File: config.mk
export PLATFORM = sky130hd
export DESIGN_NAME = u2a_serialize
export DESIGN_NICKNAME = d
export VERILOG_FILES = /design/src/rtl/u2a_pkg.sv /design/src/rtl/u2a_serialize.sv
export SDC_FILE = /design/constraint.sdc
export NUM_CORES = 1
export LEC_CHECK = 0
export BUFFER_PORTS_ARGS = -buffer_cell sky130_fd_sc_hd__buf_2
export CORE_AREA = 4 4 41 43
export DETAILED_ROUTE_END_ITERATION = 6
export DIE_AREA = 0 0 45 47
export HOLD_SLACK_MARGIN = 0.06
export PLACE_DENSITY = 0.72
export SLEW_MARGIN = 5
export SYNTH_ARGS = -nofsm -noshare
export SYNTH_HDL_FRONTEND = slang
export SYNTH_SLANG_ARGS = --single-unit
File: constraint.sdc
create_clock -name aclk -period 2 [get_ports aclk]
set_input_delay 0.5 -clock aclk [delete_from_list [all_inputs] [get_ports aclk]]
set_output_delay 0.5 -clock aclk [all_outputs]
set_load 0.005 [all_outputs]
File: src/rtl/u2a_pkg.sv
// u2a_pkg: shared types, constants and the transliteration table
// used by the decode and output stages of the utf-8 to ascii block
package u2a_pkg;

    localparam logic [7:0] NoMap = 8'h2E;

    typedef struct packed {
        logic [3:0]      cnt;
        logic [3:0][7:0] chars;
    } expand_t;

    function automatic logic [2:0] lead_slot(input logic [7:0] b);
        case (b)
            8'hC3: lead_slot = 3'd0;
            8'hC4: lead_slot = 3'd1;
            8'hC5: lead_slot = 3'd2;
            8'hCE: lead_slot = 3'd3;
            8'hCF: lead_slot = 3'd4;
            8'hD0: lead_slot = 3'd5;
            8'hD1: lead_slot = 3'd6;
            default: lead_slot = 3'd7;
        endcase
    endfunction

    localparam string Map0 =
        "AAAAAA.CEEEEIIIIDNOOOOO.OUUUUY..aaaaaa.ceeeeiiiidnooooo.ouuuuy.y";
    localparam string Map1 =
        "AaAaAaCcCcCcCcDdDdEeEeEeEeEeGgGgGgGgHhHhIiIiIiIiIi..JjKk.LlLlLl.";
    localparam string Map2 =
        "LlLlNnNnNn.NnOoOoo..RrRrRrSsSsSsSsTtTtTtUuUuUuUuUuUuWwYyYZzZzZz.";
    localparam string Map3 =
        ".................ABGDEZI.IKLMNXOPR.STYF..O.......abgdezi.iklmnxo";
    localparam string Map4 =
        "prssty...o......................................................";
    localparam string Map5 =
        "................ABVGDE.ZIIKLMNOPRSTUF......Y.E..abvgde.ziiklmnop";
    localparam string Map6 =
        "rstuf......y.e..Ee..............................................";

    function automatic logic [7:0] single_map(input logic [2:0] s, input logic [5:0] i);
        case (s)
            3'd0: single_map = 8'(Map0[i]);
            3'd1: single_map = 8'(Map1[i]);
            3'd2: single_map = 8'(Map2[i]);
            3'd3: single_map = 8'(Map3[i]);
            3'd4: single_map = 8'(Map4[i]);
            3'd5: single_map = 8'(Map5[i]);
            3'd6: single_map = 8'(Map6[i]);
            default: single_map = NoMap;
        endcase
    endfunction

    function automatic expand_t txt2(input logic [7:0] a, input logic [7:0] b);
        expand_t e;
        e.cnt   = 4'd2;
        e.chars = {8'h00, 8'h00, b, a};
        return e;
    endfunction

    // cnt 15 marks no entry
    function automatic expand_t look_up(input logic [7:0] lead, input logic [7:0] nxt);
        expand_t e;
        logic [2:0] s;
        logic [7:0] ch;
        s = lead_slot(lead);
        e.cnt = 4'hF;
        e.chars = '0;
        if (s != 3'd7 && nxt[7:6] == 2'b10) begin
            case ({lead, nxt})
                16'hC386: e = txt2("A", "E");
                16'hC3A6: e = txt2("a", "e");
                16'hC39F: e = txt2("s", "s");
                16'hC4B2: e = txt2("I", "J");
                16'hC4B3: e = txt2("i", "j");
                16'hC592: e = txt2("O", "E");
                16'hC593: e = txt2("o", "e");
                16'hD096: e = txt2("Z", "h");
                16'hD0A5: e = txt2("K", "h");
                16'hD0A6: e = txt2("T", "s");
                16'hD0A7: e = txt2("C", "h");
                16'hD0A8: e = txt2("S", "h");
                16'hD0A9: begin
                    e.cnt = 4'd4;
                    e.chars = {"h", "c", "h", "S"};
                end
                16'hD0AE: e = txt2("Y", "u");
                16'hD0AF: e = txt2("Y", "a");
                16'hD0B6: e = txt2("z", "h");
                16'hD185: e = txt2("k", "h");
                16'hD186: e = txt2("t", "s");
                16'hD187: e = txt2("c", "h");
                16'hD188: e = txt2("s", "h");
                16'hD189: begin
                    e.cnt = 4'd4;
                    e.chars = {"h", "c", "h", "s"};
                end
                16'hD18E: e = txt2("y", "u");
                16'hD18F: e = txt2("y", "a");
                16'hCE98: e = txt2("T", "h");
                16'hCEA7: e = txt2("C", "h");
                16'hCEA8: e = txt2("P", "s");
                16'hCEB8: e = txt2("t", "h");
                16'hCF86: e = txt2("p", "h");
                16'hCF87: e = txt2("c", "h");
                16'hCF88: e = txt2("p", "s");
                16'hD0AA, 16'hD0AC, 16'hD18A, 16'hD18C: e.cnt = 4'd0;
                default: begin
                    ch = single_map(s, nxt[5:0]);
                    if (ch != NoMap) begin
                        e.cnt = 4'd1;
                        e.chars = {24'h0, ch};
                    end
                end
            endcase
        end
        return e;
    endfunction

endpackage

File: src/rtl/u2a_serialize.sv
// u2a_serialize: drains a group of up to four letters one per word
// depends on u2a_pkg
module u2a_serialize (
    input  logic             aclk,
    input  logic             aresetn,
    input  logic             grp_valid,
    output logic             grp_ready,
    input  u2a_pkg::expand_t grp,
    output logic             out_valid,
    input  logic             out_ready,
    output logic [7:0]       out_char,
    output logic             out_last
);
    import u2a_pkg::*;

    logic [1:0] idx_reg, idx_next;
    logic       last;

    assign last      = (4'({2'b00, idx_reg}) + 4'd1) == grp.cnt;
    assign out_valid = grp_valid;
    assign out_char  = grp.chars[idx_reg];
    assign out_last  = last;
    assign grp_ready = out_ready && last;

    always_comb begin
        idx_next = idx_reg;
        if (grp_valid && out_ready) begin
            idx_next = last ? 2'd0 : idx_reg + 2'd1;
        end
    end

    always_ff @(posedge aclk) begin
        if (!aresetn) begin
            idx_reg <= 2'd0;
        end else begin
            idx_reg <= idx_next;
        end
    end
endmodule

==> flow_summary_export.csv <==
group,metric,value,unit
floorplanning,io_pins,51,
cells_and_area,final_nets,123,
clock_tree,clock-root-buffer,"clkbuf_4",
cells_and_area,diodes,0,
worst_hold_path,hold_path_depth,3,
sta,min_period,1953,ps
power,p_leak,0.3289,nW
logic_synthesis,ys_seq_area_frac,0.1181,
global_routing,grt_usage,0.1124,
worst_setup_path,r2r_setup_slack,590,ps
floorplanning,row_count,13,
power,p_clk_frac,0.359,
logic_synthesis,ys_types,15,
logic_synthesis,postSynthCellCount,26,
worst_setup_path,crit_chain,"ha_4, xor2_1, nor4_2, and2_1, buf_2",
sta,finalSetupViolCount,0,
floorplanning,dieArea,2115,um2
global_routing,grt_pass1_wl,1.662,mm
worst_setup_path,crit_fanout,2,
outcome,status,"complete, no violations",
detailed_routing,wirelength,1.134,mm
logic_synthesis,netlist_area,339.1,um2
sta,drv_slew,0,
detailed_routing,wl_per_cell,11.94,um
detailed_routing,vias_per_cell,4.895,
sta,worst_hold_slack,549.3,ps
place,portBuffers,50,
sta,worst_pin_slew,245.4,ps
sta,period_share,0.9766,
sta,hold_viol_final,0,
worst_setup_path,worst_setup_path_end_kind,"primary output",
worst_setup_path,crit_start,"idx_reg[1]",
clock_tree,cts_made_buffers,3,
power,ir_drop,305.0,uV
worst_setup_path,crit_type,"reg -> out",
cells_and_area,final_cell_mix,"buf_2, mux4_2, clkbuf_4, buf_4",
logic_synthesis,ys_ff_latch,2,
worst_setup_path,crit_required,1500,ps
detailed_routing,vias,465,
cells_and_area,mostFrequentLayoutCell,"buf_2",
global_routing,grt_pass1_vias,436,
worst_setup_path,rr_worst_depth,6,
detailed_routing,drc,0,
logic_synthesis,ys_warn_count,0,
floorplanning,dieWidth,45,um
worst_setup_path,endpoint,"grp_ready",
clock_tree,clk_latency,230,ps
power,internal-power,189.6,uW
power,p_total,260.6,uW
worst_setup_path,r2r_end,"idx_reg[1]",
sta,fmax,512.0,MHz
worst_setup_path,max_stage_delay,320,ps
cells_and_area,largest_reg_flops,2,
clock_tree,cts_num_sinks,2,
sta,rsz0062_at_grt,"true",
cells_and_area,drive_gt1_frac,0.8625,
power,p_sw,70.99,uW
clock_tree,cts_buffer_depth,2,
detailed_routing,final_antenna_net_count,0,
worst_hold_path,hold_path_class,"in -> reg",
detailed_routing,drtIter0Drc,1,
worst_setup_path,startpoint_type,"register",
power,combPwrFrac,0.466,
floorplanning,die_y,47,um
global_routing,grt_max_degree,12,
power,netSwitchingFraction,0.2724,
floorplanning,core_area,1301,um2
power,power.density,396.8,nW/um2
floorplanning,start_util,0.2606,
place,place_congestion,0.6719,
worst_setup_path,r2r_start,"idx_reg[1]",
power,p_seq_frac,0.175,
place,hpwlAfterDp,954.1,um
global_routing,grt-ovfl-total,0,
logic_synthesis,synth_top_area_frac,0.5314,
clock_tree,path_clk_slew,30,ps
job,drv_cap,0,
logic_synthesis,synth_area_leaders,"mux4_2, dfxtp_1, xor2_1",
detailed_routing,dr.pass1.iters,2,
logic_synthesis,synth_largest_area_cell,"mux4_2",
sta,finalClockSkew,0.3197,ps
sta,slew-limit-headroom,0.8350,
cells_and_area,areaGrowthSynthToFinish,93.73,%
global_routing,antenna_found_initial,0,
worst_setup_path,arrival,1450,ps
logic_synthesis,syn_nets,67,
logic_synthesis,synth_area_per_cell,13.04,um2
clock_tree,htreeDepth,1,
clock_tree,cts_tree,"built",
worst_setup_path,cpMaxStageDelayCell,"dfxtp_2",
[cell type report]
class                   instances  area, um2
clock buffers                   3      22.52
multi-input cells              21      289.0
flip-flops and latches          2      42.54
fillers                       135      644.4
well taps                      15      18.77
repair buffers                 54      284.0
[worst max-delay path: cells and delay by family (launching register included)]
kind,cells,cell delay (ps)
buf+inv,1,110
fa+ha+maj,1,240
simple gates,2,410
xor+xnor,1,140
flops,1,320
[stage by stage]
stage	util	area (um2)	setup slack (ps)	instances	setup TNS, ps
after floorplan	-	339.1	196.4	26	0
after global placement	0.4615	600.6	155.4	90	0
after detailed placement	0.4615	600.6	125.9	90	0
after CTS	0.5019	653.1	-11.45	95	-11.45
after global routing	0.5048	656.9	-13.08	95	-13.08
final	0.5048	656.9	46.79	95	0
[synth_stat cells]
cell type  n
ha_1       1
nand3_1    2
xnor2_1    1
dfxtp_1    2
and2_1     1
xor2_1     2
nand4b_1   1
mux4_2     8
clkbuf_1   1
buf_6      1
nor4_2     1
nand4_1    1
buf_4      1
o21ai_0    2
nand2_1    1
[cells by family after synthesis]
group                      count (synthesis)  share of synthesized area
adders and majority gates                  1                    0.03689
and+or+nand+nor                            7                     0.1402
xor gates and xnor gates                   3                    0.07750
buffers and inverters                      3                    0.06642
DFF                                        2                     0.1181
muxes                                      8                     0.5314
AOI/OAI and AO/OA                          2                    0.02952
[power by group through the flow]
stage          Combinational, mW  Sequential, mW  Clock, mW
6_report                   0.121          0.0456     0.0935
5_1_grt                    0.134          0.0457      0.101
4_1_cts                    0.123          0.0453     0.0990
3_5_place_dp               0.119          0.0443          0
3_3_place_gp               0.117          0.0441          0
2_1_floorplan             0.0593          0.0449          0
[worst min-delay path by stage]
stage	from	endpoint	slack (ps)
5_1_grt	out_ready	idx_reg[0]	580
3_3_place_gp	idx_reg[1]	idx_reg[1]	670
2_1_floorplan	idx_reg[0]	idx_reg[0]	640
3_5_place_dp	idx_reg[1]	idx_reg[1]	690
4_1_cts	aresetn	idx_reg[0]	550
6_report	aresetn	idx_reg[0]	550
[per-layer routing]
layer  wire length (um)  global-route usage
met5                  0                   0
met1                351              0.1119
met4                 28              0.1053
met2                557              0.1977
met3                196             0.01916
[timing repair]
| action | in CTS | in global routing |
|---|---|---|
| pin swaps | 4 | 2 |
| gates resized for setup | 3 | 1 |
| hold buffers | 0 | 0 |
| endpoints found under the setup margin | 2 | 5 |
| setup buffers | 2 | 0 |
No activity file was read; power rests on OpenSTA's default activity.
